### config.mk
export PLATFORM = sky130hd
export DESIGN_NAME = rrlh_out_buf_flat
export DESIGN_NICKNAME = d
export VERILOG_FILES = /design/src/hdl/rrlh_pkg.sv /design/src/hdl/rrlh_result_if.sv /design/src/hdl/rrlh_out_buf.sv /design/src/flat_wrapper.sv
export VERILOG_INCLUDE_DIRS = /design/src /design/src/hdl
export SDC_FILE = /design/constraint.sdc
export NUM_CORES = 1
export LEC_CHECK = 0
export ABC_AREA = 1
export CORE_MARGIN = 1
export CORE_UTILIZATION = 50
export DETAILED_ROUTE_END_ITERATION = 8
export DONT_BUFFER_PORTS = 1
export PLACE_DENSITY = 0.68
export SYNTH_ARGS = -nofsm -noshare
export SYNTH_HDL_FRONTEND = slang
export SYNTH_SLANG_ARGS = --single-unit
### constraint.sdc
create_clock -name clk -period 5.9 [get_ports clk]
set_input_delay 0.295 -clock clk [delete_from_list [all_inputs] [get_ports clk]]
set_output_delay 0.295 -clock clk [all_outputs]
set_load 0.03 [all_outputs]
### src/hdl/assert_macros.svh
// Assertion macros shared by the run-length histogram RTL.
`ifndef ASSERT_MACROS_SVH
`define ASSERT_MACROS_SVH

// Same-cycle implication.
`define RRLH_ASSERT_IMP(label, clk, rst_n, ante, cons) \
	label: assert property (@(posedge clk) disable iff (!rst_n) (ante) |-> (cons)) \
		else $error("same-cycle implication violated");

// Next-cycle implication.
`define RRLH_ASSERT_NXT(label, clk, rst_n, ante, cons) \
	label: assert property (@(posedge clk) disable iff (!rst_n) (ante) |=> (cons)) \
		else $error("next-cycle implication violated");

// Condition that must never be seen.
`define RRLH_ASSERT_NEVER(label, clk, rst_n, cond) \
	label: assert property (@(posedge clk) disable iff (!rst_n) !(cond)) \
		else $error("forbidden condition seen");

`endif

### src/hdl/rrlh_pkg.sv
// Shared types, constants and helpers of the run-length histogram.
`timescale 1ns / 1ps
package rrlh_pkg;

	localparam int ADDRESS_BITS_DEF      = 48;
	localparam int BUCKET_COUNT_DEF      = 64;
	localparam int GRANULARITY_COUNT_DEF = 5;

	localparam int REG_COUNT = 5;
	localparam int SHIFT_W   = 6;
	localparam int CFG_IDX_W = 3;
	localparam int OPC_W     = 2;
	localparam int GSEL_W    = 3;
	localparam int BSEL_W    = 6;
	localparam int VALUE_W   = 32;
	localparam int USED_W    = 7;

	// shift value that folds every address into one region
	localparam logic [SHIFT_W-1:0] SHIFT_ALL = 6'd63;

	localparam logic [SHIFT_W-1:0] SHIFT_RESET [REG_COUNT] = '{
		6'd6, 6'd8, 6'd10, 6'd11, 6'd13
	};

	// result buffer
	localparam int OUT_DEPTH = 3;
	localparam int OUT_PTR_W = 2;
	localparam int OUT_CNT_W = 2;

	typedef enum logic [OPC_W-1:0] {
		OP_SAMPLE = 2'd0,
		OP_FLUSH  = 2'd1,
		OP_READ   = 2'd2,
		OP_CLEAR  = 2'd3
	} opcode_t;

	typedef enum logic {
		CLR_SWEEP = 1'b0,
		CLR_RUN   = 1'b1
	} clr_state_t;

	typedef struct packed {
		logic    fire;
		opcode_t op;
		logic    pass_open;
		logic    read_sel;
		logic    sweep_we;
	} lane_ctl_t;

	typedef struct packed {
		logic [VALUE_W-1:0] bucket_value;
		logic [USED_W-1:0]  used_buckets;
	} result_t;

	function automatic logic [VALUE_W-1:0] sat_inc(input logic [VALUE_W-1:0] v);
		return (v == '1) ? v : v + VALUE_W'(1);
	endfunction

endpackage

### src/hdl/rrlh_result_if.sv
// Result channel.
`timescale 1ns / 1ps
interface rrlh_result_if;
	import rrlh_pkg::*;

	logic               valid;
	logic               ready;
	logic [VALUE_W-1:0] bucket_value;
	logic [USED_W-1:0]  used_buckets;

	modport source (output valid, bucket_value, used_buckets, input ready);
	modport sink (input valid, bucket_value, used_buckets, output ready);
endinterface

### src/hdl/rrlh_out_buf.sv
// Small result FIFO that decouples the pipeline from the result consumer.
`timescale 1ns / 1ps
module rrlh_out_buf (
	input  logic                          clk,
	input  logic                          arst_n,
	input  logic                          push,
	input  rrlh_pkg::result_t             push_data,
	output logic [rrlh_pkg::OUT_CNT_W-1:0] count,
	rrlh_result_if.source                 result
);
	import rrlh_pkg::*;

	result_t               entry_q [OUT_DEPTH];
	logic [OUT_PTR_W-1:0]  head_q;
	logic [OUT_PTR_W-1:0]  tail_q;
	logic [OUT_CNT_W-1:0]  cnt_q;
	logic                  pop;
	result_t               head_data;

	assign pop = result.valid && result.ready;

	always_ff @(posedge clk or negedge arst_n) begin
		if (!arst_n) begin
			head_q <= '0;
			tail_q <= '0;
			cnt_q  <= '0;
		end else begin
			if (push) begin
				tail_q <= (tail_q == OUT_PTR_W'(OUT_DEPTH - 1)) ? '0 : tail_q + OUT_PTR_W'(1);
			end
			if (pop) begin
				head_q <= (head_q == OUT_PTR_W'(OUT_DEPTH - 1)) ? '0 : head_q + OUT_PTR_W'(1);
			end
			if (push && !pop) begin
				cnt_q <= cnt_q + OUT_CNT_W'(1);
			end else if (pop && !push) begin
				cnt_q <= cnt_q - OUT_CNT_W'(1);
			end
		end
	end

	always_ff @(posedge clk) begin
		if (push) begin
			entry_q[tail_q] <= push_data;
		end
	end

	assign head_data           = entry_q[head_q];
	assign result.valid        = (cnt_q != '0);
	assign result.bucket_value = head_data.bucket_value;
	assign result.used_buckets = head_data.used_buckets;
	assign count               = cnt_q;

	`include "assert_macros.svh"

	`RRLH_ASSERT_NEVER(a_no_overflow, clk, arst_n,
		push && !pop && cnt_q == OUT_CNT_W'(OUT_DEPTH))
endmodule

### src/flat_wrapper.sv
// flat-port wrapper written by rule: the top's interface ports become plain ports
module rrlh_out_buf_flat import rrlh_pkg::*;
  (clk, arst_n, push, push_data, count, result_valid, result_bucket_value, result_used_buckets, result_ready);
  rrlh_result_if result_i ();
  input  logic clk;
  input  logic arst_n;
  input  logic push;
  input  rrlh_pkg::result_t push_data;
  output logic [rrlh_pkg::OUT_CNT_W-1:0] count;
  output wire logic [$bits(result_i.valid)-1:0] result_valid;
  output wire logic [$bits(result_i.bucket_value)-1:0] result_bucket_value;
  output wire logic [$bits(result_i.used_buckets)-1:0] result_used_buckets;
  input wire logic [$bits(result_i.ready)-1:0] result_ready;
  assign result_valid = result_i.valid;
  assign result_bucket_value = result_i.bucket_value;
  assign result_used_buckets = result_i.used_buckets;
  assign result_i.ready = result_ready;
  rrlh_out_buf u_core (.clk(clk), .arst_n(arst_n), .push(push), .push_data(push_data), .count(count), .result(result_i));
endmodule
==> reports/summary.txt <==
outcome: finished, violations left
violated checks: design-rule violations
Max clock buf depth: 2
total global routing overflow: 0
depth of the most critical reg-to-reg path: 3
layout cells sized above 1: 9.09%
number of iterations in the first detailed-routing pass: 7
number of antenna violations at the first check in global routing: 0
clock sinks: 123
final critical-path share of the clock period: 49.6%
maximum clock frequency: 342 MHz
RSZ-0062 raised after global routing: no
Die Wd: 97.8 µm
drt initial violations: 130
routability cong.: 0.655
number of setup violations in the final report: 0
Post CTS Setup Buffer Count: 0
clock skew: 0.00457 ns
Unique masters post-synth: 18
critical path capture point type: primary output
overall track demand over capacity in global routing: 18.8%
Slew @ Worst Pin: 1.03 ns
FF+latch count, synth: 123
Arrival @ worst endpoint: 2.63 ns
post-route minimum period: 2.93 ns
leakage dissipation: 2.04 nW
max-cap viol count: 0
filler-free cell count of the finished design: 493
ranking of synthesized cells by area: edfxtp_1 (77%), nand2_1 (10%), nand3_1 (4.5%)
number of vias per cell after detailed routing: 5.18
number of primary I/O pins: 85
count of final hold-check violations: 0
number of nets produced by synthesis: 369
Max transition margin: 31.4%
standard-cell rows: 34
root cell of the clock tree: clkbuf_8
Final Net Count: 418
power density over cell area: 559 nW/µm²
port bufs: 0
class of the tightest hold or removal check: in -> reg
number of nets still failing antenna checks after routing: 0
library cell occupying the most area in the post-synthesis netlist: edfxtp_1
antenna fix cells: 0
most frequent standard cell in the layout excluding fill and tap cells: nand2_1
core area: 8810 µm²
average routed wire per standard cell: 16.8 µm
starting density of the core: 52.1%
source-to-sink clock delay at the later pin of the worst-skew pair: 0.49 ns
P&R area growth vs syn: 21.7%
post-synthesis cell count: 325
Total Die Area: 9560 µm²
clock-pin slew on the worst setup and hold paths: 0.05 ns
CTS tree: done
Netlist Area Pre-Place: 4590 µm²
number of CTS-inserted buffers: 17
commonest non-fill, non-tap cells in the layout: nand2_1 (128), edfxtp_1 (117), dlygate4sd3_1 (42), nand3_1 (41), clkbuf_16 (16)
Total Wirelength: 8270 µm
largest fanout on the critical path: 42
count of unresolved DRC violations after routing: 10
final cell utilization of the core: 63.4%
worst endpoint required time: 5.61 ns
vias in the first global route: 2598
Routed met2 length: 4230 µm
uppermost layer routed: met4
Fin Setup TNS: 0 ns
number of levels in the clock H-tree: 4
startpoint kind of the worst setup timing path: register
proportion of netlist area held by the largest area contributor: 76.6%
Post-Place Cells: 421
first-pass GRT wire length: 13200 µm
final-report max-slew violation count: 0
maximum number of pins on one net before global-route repair: 43
DR vias: 2555
proportion of synthesized chip area in sequential cells: 79.8%
IR Drop Worst-Case VDD: 299 µV
hpwl dp: 4280 µm
length of routed wiring on met1: 3490 µm
synthesized area divided by synthesized cell count: 14.1 µm²
Syn. warnings: 0
WS Path Type: reg -> out
DIE HEIGHT: 97.8 µm
routed length on met3: 475 µm
Cells on Worst Hold Path: 3
[routing by layer]
metal,global-route usage (%),vias up
met4,6.41,0
met1,21.4,1228
met5,0,-
met2,32.8,85
li1,-,1236
met3,6.80,6
[power by group]
group | internal [mW] | total, mW | switching [mW]
Clock | 0.586 | 0.920 | 0.334
Combinational | 0.168 | 0.969 | 0.802
Sequential | 1.13 | 1.23 | 0.108
[path summary, 6_finish.rpt]
check | endpoint | slack, ns | startpoint
min reg2reg | u_core.head_q[0]$_DFFE_PN0P_ | 0.57 | u_core.head_q[0]$_DFFE_PN0P_
max reg2reg | u_core.head_q[0]$_DFFE_PN0P_ | 3.91 | u_core.head_q[1]$_DFFE_PN0P_
max | result_used_buckets[5] | 2.97 | u_core.head_q[1]$_DFFE_PN0P_
min | u_core.head_q[1]$_DFFE_PN0P_ | 0.02 | result_ready
min in group asynchronous | u_core.count[1]$_DFFE_PN0P_ | 0.12 | arst_n
max in group asynchronous | u_core.head_q[1]$_DFFE_PN0P_ | 5.53 | arst_n
[metrics by stage]
stage / setup slack [ns] / area, µm² / power (mW) / hold slack, ns
after floorplan: 3.33 / 4590 / 2.08 / -0.000591
after global placement: 3.44 / 4640 / 2.19 / -0.000453
after detailed placement: 3.43 / 4640 / 2.21 / -0.000469
after CTS: 2.89 / 5580 / 3.16 / 0.000951
after global routing: 2.68 / 5580 / 3.28 / 0.0308
final: 2.97 / 5580 / 3.12 / 0.0218
[synth_stat cells, drive strengths merged]
cell type	instances
inv	9
o21ai	2
dfrtp	6
nand2	128
edfxtp	117
xnor2	1
nor2	3
ha	1
nand4	1
nand3	44
buf	13
[area by class of cell]
type                            instances  area [µm²]
Fill cell                             651        3220
Timing Repair Buffer                   43         428
Multi-Input combinational cell        180         796
Clock inverter                         11         105
Tap cell                              108         135
Inverter                                9        33.8
Sequential cell                       123        3660
Clock buffer                           19         422
[flip-flops by register name, indices dropped and copies added, names as in the netlist]
register / cells
u_core.entry_q: 117
u_core.head_q: 2
u_core.tail_q: 2
u_core.count: 2
[critical path, stage by stage, from the launching register on]
cell and delay [ns]:
dfrtp_2 0.74, nor2_4 0.94, nand2_1 0.13, nand3_1 0.33
[repair_timing]
item / CTS / global route
hold endpoints to repair: 127 / 0
gates resized for setup: 0 / 0
hold buffers: 42 / 0
[kinds of logic (layout without fill, tap and decap cells)]
| family | Yosys count | after routing | synth area share (%) |
|---|---|---|---|
| AND/OR/NAND/NOR | 176 | 176 | 16.5 |
| XOR/XNOR | 1 | 1 | 0.191 |
| flip-flops | 123 | 123 | 79.8 |
| AO/OA/AOI/OAI | 2 | 2 | 0.218 |
| buffers and inverters | 22 | 82 | 2.97 |
| adder cells (fa/ha/maj) | 1 | 1 | 0.273 |
Power figures use the tool's default switching activity.
