===== config.mk =====
export PLATFORM = sky130hd
export DESIGN_NAME = rrlh_lane
export DESIGN_NICKNAME = d
export VERILOG_FILES = /design/src/hdl/rrlh_pkg.sv /design/src/hdl/rrlh_ram.sv /design/src/hdl/rrlh_lane.sv
export VERILOG_INCLUDE_DIRS = /design/src /design/src/hdl
export SDC_FILE = /design/constraint.sdc
export NUM_CORES = 2
export LEC_CHECK = 0
export BUFFER_PORTS_ARGS = -buffer_cell sky130_fd_sc_hd__buf_4
export CAP_MARGIN = 0
export CORE_AREA = 4 4 519 572
export DETAILED_ROUTE_END_ITERATION = 10
export DIE_AREA = 0 0 523 576
export PLACE_DENSITY = 0.47
export SLEW_MARGIN = 20
export SYNTH_ARGS = -nofsm -noshare
export SYNTH_HDL_FRONTEND = slang
export SYNTH_HIERARCHICAL = 1
export SYNTH_SLANG_ARGS = --single-unit

===== constraint.sdc =====
create_clock -name clk -period 20.6 [get_ports clk]
set_input_delay 2.06 -clock clk [delete_from_list [all_inputs] [get_ports clk]]
set_output_delay 2.06 -clock clk [all_outputs]
set_load 0.05 [all_outputs]

===== src/hdl/assert_macros.svh =====
// Assertion macros shared by the run-length histogram RTL.
`ifndef ASSERT_MACROS_SVH
`define ASSERT_MACROS_SVH

// Same-cycle implication.
`define RRLH_ASSERT_IMP(label, clk, rst_n, ante, cons) \
	label: assert property (@(posedge clk) disable iff (!rst_n) (ante) |-> (cons)) \
		else $error("same-cycle implication violated");

// Next-cycle implication.
`define RRLH_ASSERT_NXT(label, clk, rst_n, ante, cons) \
	label: assert property (@(posedge clk) disable iff (!rst_n) (ante) |=> (cons)) \
		else $error("next-cycle implication violated");

// Condition that must never be seen.
`define RRLH_ASSERT_NEVER(label, clk, rst_n, cond) \
	label: assert property (@(posedge clk) disable iff (!rst_n) !(cond)) \
		else $error("forbidden condition seen");

`endif


===== src/hdl/rrlh_pkg.sv =====
// Shared types, constants and helpers of the run-length histogram.
`timescale 1ns / 1ps
package rrlh_pkg;

	localparam int ADDRESS_BITS_DEF      = 48;
	localparam int BUCKET_COUNT_DEF      = 64;
	localparam int GRANULARITY_COUNT_DEF = 5;

	localparam int REG_COUNT = 5;
	localparam int SHIFT_W   = 6;
	localparam int CFG_IDX_W = 3;
	localparam int OPC_W     = 2;
	localparam int GSEL_W    = 3;
	localparam int BSEL_W    = 6;
	localparam int VALUE_W   = 32;
	localparam int USED_W    = 7;

	// shift value that folds every address into one region
	localparam logic [SHIFT_W-1:0] SHIFT_ALL = 6'd63;

	localparam logic [SHIFT_W-1:0] SHIFT_RESET [REG_COUNT] = '{
		6'd6, 6'd8, 6'd10, 6'd11, 6'd13
	};

	// result buffer
	localparam int OUT_DEPTH = 3;
	localparam int OUT_PTR_W = 2;
	localparam int OUT_CNT_W = 2;

	typedef enum logic [OPC_W-1:0] {
		OP_SAMPLE = 2'd0,
		OP_FLUSH  = 2'd1,
		OP_READ   = 2'd2,
		OP_CLEAR  = 2'd3
	} opcode_t;

	typedef enum logic {
		CLR_SWEEP = 1'b0,
		CLR_RUN   = 1'b1
	} clr_state_t;

	typedef struct packed {
		logic    fire;
		opcode_t op;
		logic    pass_open;
		logic    read_sel;
		logic    sweep_we;
	} lane_ctl_t;

	typedef struct packed {
		logic [VALUE_W-1:0] bucket_value;
		logic [USED_W-1:0]  used_buckets;
	} result_t;

	function automatic logic [VALUE_W-1:0] sat_inc(input logic [VALUE_W-1:0] v);
		return (v == '1) ? v : v + VALUE_W'(1);
	endfunction

endpackage


===== src/hdl/rrlh_ram.sv =====
// Generic single-write, single-read RAM with registered read (read-first).
`timescale 1ns / 1ps
module rrlh_ram #(
	parameter int WIDTH = 32,
	parameter int DEPTH = 64
) (
	input  logic                     clk,
	input  logic                     we,
	input  logic [$clog2(DEPTH)-1:0] waddr,
	input  logic [WIDTH-1:0]         wdata,
	input  logic [$clog2(DEPTH)-1:0] raddr,
	output logic [WIDTH-1:0]         rdata
);
	logic [WIDTH-1:0] mem [DEPTH];

	always_ff @(posedge clk) begin
		if (we) begin
			mem[waddr] <= wdata;
		end
		rdata <= mem[raddr];
	end
endmodule


===== src/hdl/rrlh_lane.sv =====
// One granularity: run tracking, bucket RAM read-modify-write and used count.
`timescale 1ns / 1ps
module rrlh_lane #(
	parameter int ADDRESS_BITS = rrlh_pkg::ADDRESS_BITS_DEF,
	parameter int BUCKET_COUNT = rrlh_pkg::BUCKET_COUNT_DEF
) (
	input  logic                            clk,
	input  logic                            arst_n,
	input  logic [rrlh_pkg::SHIFT_W-1:0]    shift,
	input  rrlh_pkg::lane_ctl_t             ctl,
	input  logic [ADDRESS_BITS-1:0]         address,
	input  logic [$clog2(BUCKET_COUNT)-1:0] bsel_addr,
	input  logic [$clog2(BUCKET_COUNT)-1:0] sweep_addr,
	output logic [rrlh_pkg::VALUE_W-1:0]    data_s1,
	output logic [$clog2(BUCKET_COUNT):0]   used
);
	import rrlh_pkg::*;

	localparam int IDX_W = $clog2(BUCKET_COUNT);
	localparam logic [ADDRESS_BITS-1:0] ADDR_ONES = '1;
	localparam logic [VALUE_W-1:0] LAST_LEN = VALUE_W'(BUCKET_COUNT - 1);
	localparam logic [IDX_W-1:0] LAST_IDX = IDX_W'(BUCKET_COUNT - 1);

	logic [ADDRESS_BITS-1:0] run_region_q;
	logic [VALUE_W-1:0]      run_len_q;
	logic [IDX_W:0]          used_q;

	logic [ADDRESS_BITS-1:0] region_now;
	logic                    add;
	logic [VALUE_W-1:0]      len_next;
	logic [IDX_W-1:0]        idx;
	logic [IDX_W:0]          idx_p1;
	logic [IDX_W-1:0]        raddr;

	logic             add_s1;
	logic [IDX_W-1:0] raddr_s1;

	logic               wr_v_q;
	logic [IDX_W-1:0]   wr_addr_q;
	logic [VALUE_W-1:0] wr_data_q;

	logic               we;
	logic [IDX_W-1:0]   waddr;
	logic [VALUE_W-1:0] wdata;
	logic [VALUE_W-1:0] ram_rdata;

	assign region_now = (shift == SHIFT_ALL) ? '0 : (address & (ADDR_ONES << shift));

	// finished run goes into bucket min(len, last)
	assign idx    = (run_len_q >= LAST_LEN) ? LAST_IDX : run_len_q[IDX_W-1:0];
	assign idx_p1 = {1'b0, idx} + (IDX_W + 1)'(1);

	always_comb begin
		add      = 1'b0;
		len_next = run_len_q;
		case (ctl.op)
			OP_SAMPLE: begin
				if (!ctl.pass_open) begin
					len_next = VALUE_W'(1);
				end else if (region_now == run_region_q) begin
					len_next = sat_inc(run_len_q);
				end else begin
					add      = 1'b1;
					len_next = VALUE_W'(1);
				end
			end
			OP_FLUSH: begin
				add      = (run_len_q != '0);
				len_next = '0;
			end
			default: begin
				add      = 1'b0;
				len_next = run_len_q;
			end
		endcase
	end

	assign raddr = ctl.read_sel ? bsel_addr : idx;

	always_ff @(posedge clk or negedge arst_n) begin
		if (!arst_n) begin
			run_region_q <= '0;
			run_len_q    <= '0;
			used_q       <= '0;
		end else if (ctl.fire) begin
			if (ctl.op == OP_SAMPLE) begin
				run_region_q <= region_now;
			end
			if (ctl.op == OP_SAMPLE || ctl.op == OP_FLUSH) begin
				run_len_q <= len_next;
			end
			if (ctl.op == OP_CLEAR) begin
				used_q <= '0;
			end else if (add && used_q < idx_p1) begin
				used_q <= idx_p1;
			end
		end
	end

	always_ff @(posedge clk or negedge arst_n) begin
		if (!arst_n) begin
			add_s1 <= 1'b0;
		end else begin
			add_s1 <= ctl.fire && add;
		end
	end

	always_ff @(posedge clk) begin
		raddr_s1 <= raddr;
	end

	// bypass the write that landed at the same edge as our read
	assign data_s1 = (wr_v_q && wr_addr_q == raddr_s1) ? wr_data_q : ram_rdata;

	assign we    = ctl.sweep_we || add_s1;
	assign waddr = ctl.sweep_we ? sweep_addr : raddr_s1;
	assign wdata = ctl.sweep_we ? '0 : sat_inc(data_s1);

	always_ff @(posedge clk or negedge arst_n) begin
		if (!arst_n) begin
			wr_v_q <= 1'b0;
		end else begin
			wr_v_q <= we;
		end
	end

	always_ff @(posedge clk) begin
		wr_addr_q <= waddr;
		wr_data_q <= wdata;
	end

	rrlh_ram #(
		.WIDTH(VALUE_W),
		.DEPTH(BUCKET_COUNT)
	) u_ram (
		.clk  (clk),
		.we   (we),
		.waddr(waddr),
		.wdata(wdata),
		.raddr(raddr),
		.rdata(ram_rdata)
	);

	assign used = used_q;

	`include "assert_macros.svh"

	`RRLH_ASSERT_NEVER(a_sweep_vs_update, clk, arst_n, ctl.sweep_we && add_s1)
	`RRLH_ASSERT_IMP(a_used_bound, clk, arst_n, 1'b1, used_q <= (IDX_W + 1)'(BUCKET_COUNT))
endmodule


==> run metrics <==
worst hold start=run_region_q[39]; async set-reset flop share out of synthesis=4.02%; Final Critical Period=6.61 ns; cts bufs inserted=233; GRT Total Usage=16.0%; largest net degree at the start of global routing=101; status=finished clean; CTS Sinks=2213; Setup crit end kind=flop; fin area=0.101 mm^2; post-layout net count=4637; Worst-Skew Late Latency=0.87 ns; CTS root buffer=clkbuf_16; multi-input logic area=0.0212 mm^2; core region area=0.291 mm^2; R2R Path End=u_ram/rdata[9]; Post-Syn Nets=4381; CTS Buffer Depth=3; Cells after Synth=4297; slowest CP cell=buf_4; Post CTS Setup Buffer Count=0; relative slew slack=29.4%; GPL Wtd Cong=0.804; R2R setup slack=13.99 ns; fmax=151 MHz; Tightest Hold Check Type=flop to flop; I/O pins=113; Lkg Pwr=31.8 nW; vias per cell=5.07; power density cells=102 mW/mm^2; Synth-to-Final Area Change=16.2%; Layout Skew=0.0540 ns; CP startpoint=run_len_q[0]; GR Overflow Total=0; clock slew at reported path FFs=0.06 ns; TNS Setup=0 ns; CTS resizes=0; # DRC=0; post-route ant nets=0; CTS Hold Bufs=0; max_cap viols=0; Critical Path Start Type=flop; row count=208; hold slack=0.499 ns; DR vias=43800; global-route wire length before repair=347000 um; critical-path cell list=ha_1 -> inv_1 -> nor3_1 -> nor2_1 -> nand2_1 -> mux2_8 -> buf_12 -> buf_4 -> buf_12 -> buf_4 -> mux4_2 -> mux4_2 -> o22ai_1 -> nor2_1; Post-synth EDFFs=2048; xor/xnor cell area share of the yosys netlist=0.624%; placed cell area=0.0935 mm^2; CTS H-tree depth=4; Die Wd=523 um; Syn Area/Cell=20.2 um^2; Slew Viols, Final=0; register area=0.0652 mm^2; final HPWL from detailed placement=135000 um; maximum vdd ir drop=0.0000733 V; IO Port Bufs=112; final wirelength=244000 um; share of cells above drive strength 1=27.6%; Die H=576 um; CP Max Fanout=78; Crit Reg-Reg Startpoint=run_len_q[0]; initial antenna violation count=7; via count of the first global-routing pass=45000; slowest stage delay, CP=0.74 ns; Setup CP Type=flop to flop; final worst path period share=32.1%; Slew @ Worst Pin=1.06 ns; post-synthesis simple-gate area fraction=3.52%; Critical Path Sink=u_ram/rdata[9]; Starting Density=29.9%; drt wl/cell=28.2 um; CTS tree=done; Mapped Area=0.0870 mm^2; die area=0.301 mm^2; hold violation count in the final report=0; sequential fraction of the synthesis area=75.0%; # fillers=27100; combinational family with the most area after synthesis=multiplexers; Post-synth top flop=edfxtp_1; drt pass-1 iters=7; Setup-failing EPs final=0; required time of the critical path=21.34 ns; Seq cells post-synth=2213; Adder-Cell Fraction of Synth Area=0.155%; post-synthesis compound-gate area fraction=3.27%; worst r2r path cells=14; mux cell area share after synthesis=15.8%; yosys warns=6; Synth cell types=80; unrepaired setup endpoints after global routing=no; crit path DAT=7.35 ns; DRT iter0 DRCs=4042
==> critical path: cells and delay by family (launching register included) <==
family	cells	cell delay [ns]
buffers and inverters	5	2.56
muxes	3	1.73
and+or+nand+nor	4	0.94
DFF	1	0.47
adders and majority gates	1	0.30
AOI/OAI and AO/OA	1	0.28
==> where the power goes <==
part	switching, mW	internal, mW
Sequential	0.0405	5.12
Clock	1.76	2.42
Combinational	0.687	0.335
Total	2.48	7.88
==> worst min-delay path by stage <==
stage                        to  slack, ns  cells past startpoint
6_report       run_region_q[39]       0.50                      2
3_3_place_gp   run_region_q[20]       0.48                      2
3_5_place_dp   run_region_q[39]       0.49                      2
4_1_cts        run_region_q[39]       0.51                      2
2_1_floorplan  run_region_q[34]       0.47                      2
5_1_grt        run_region_q[31]       0.52                      2
==> flip-flops by register name (all words and copies together), names as in the netlist <==
| signal | flops |
|---|---|
| u_ram/mem | 2048 |
| run_len_q | 32 |
| wr_data_q | 32 |
| run_region_q | 48 |
| wr_v_q | 1 |
| wr_addr_q | 6 |
| used | 7 |
| add_s1 | 1 |
| raddr_s1 | 6 |
| u_ram/rdata | 32 |
==> synth_stat cells, drive strengths merged (54+ instances only) <==
library cell  number  area, um^2
a21oi             89         445
buf              139         830
clkbuf           100         375
dfrtp             89        2230
dfxtp             76        1520
edfxtp          2048       61500
mux2i            111        1110
mux4             544       12300
nand2            141         532
nand3             54         280
nor2             193         732
o21ai             67         335
o22ai             98         619
==> per-stage QoR <==
stage               total power [mW]  worst slack, ns  std cells  util, %
floorplan                       5.88            13.93       4297        -
global placement                6.29            13.13       8203     32.1
detailed placement              6.30            13.07       8203     32.1
CTS                             10.5            13.71       8640     34.7
global route                    10.7            13.23       8643     34.7
finish                          10.4            13.99       8650     34.7
==> layout by cell type (no fill, tap or decap), types with 18 or more instances in the layout <==
master and count:
edfxtp_1 2048, mux4_2 544, buf_4 253, clkbuf_16 234, nand2_1 140, mux2i_1 110
nor2_1 103, o22ai_1 97, nor2_4 90, dfrtp_1 89, a21oi_1 85, dfxtp_1 76
o21ai_0 59, clkbuf_1 59, nand3_1 52, clkinv_1 47, xnor2_1 46, inv_1 41
clkinv_2 37, a22oi_1 35, mux2_2 33, nand4_1 28, o221ai_1 28, nor2b_1 25
and3_1 24, nor3_1 23, nor4_1 22, bufinv_16 22, and2_1 19, nand2b_1 18
==> cell families after synthesis <==
logic type | Yosys count
buffers and inverters | 281
and+or+nand+nor | 617
xor gates and xnor gates | 62
DFF | 2213
muxes | 690
adders and majority gates | 11
AOI/OAI and AO/OA | 423
==> metal layers <==
layer / track usage (%) / share of wire [%] / vias to the layer above
met5: 0 / 0.0053 / -
met4: 4.04 / 2.5 / 2
met3: 2.23 / 4.5 / 315
met2: 27.0 / 50 / 1154
met1: 21.8 / 43 / 24000
li1: - / - / 18400
==> layout make-up <==
cell class | instances | area share (%)
diodes | 10 | 0.0248
clock buffers | 308 | 6.22
clock inverters | 129 | 1.31
inverters | 42 | 0.156
multi-input cells | 1803 | 20.9
flip-flops and latches | 2213 | 64.5
well taps | 3885 | 4.81
repair buffers | 260 | 2.02
Power figures use the tool's default switching activity.
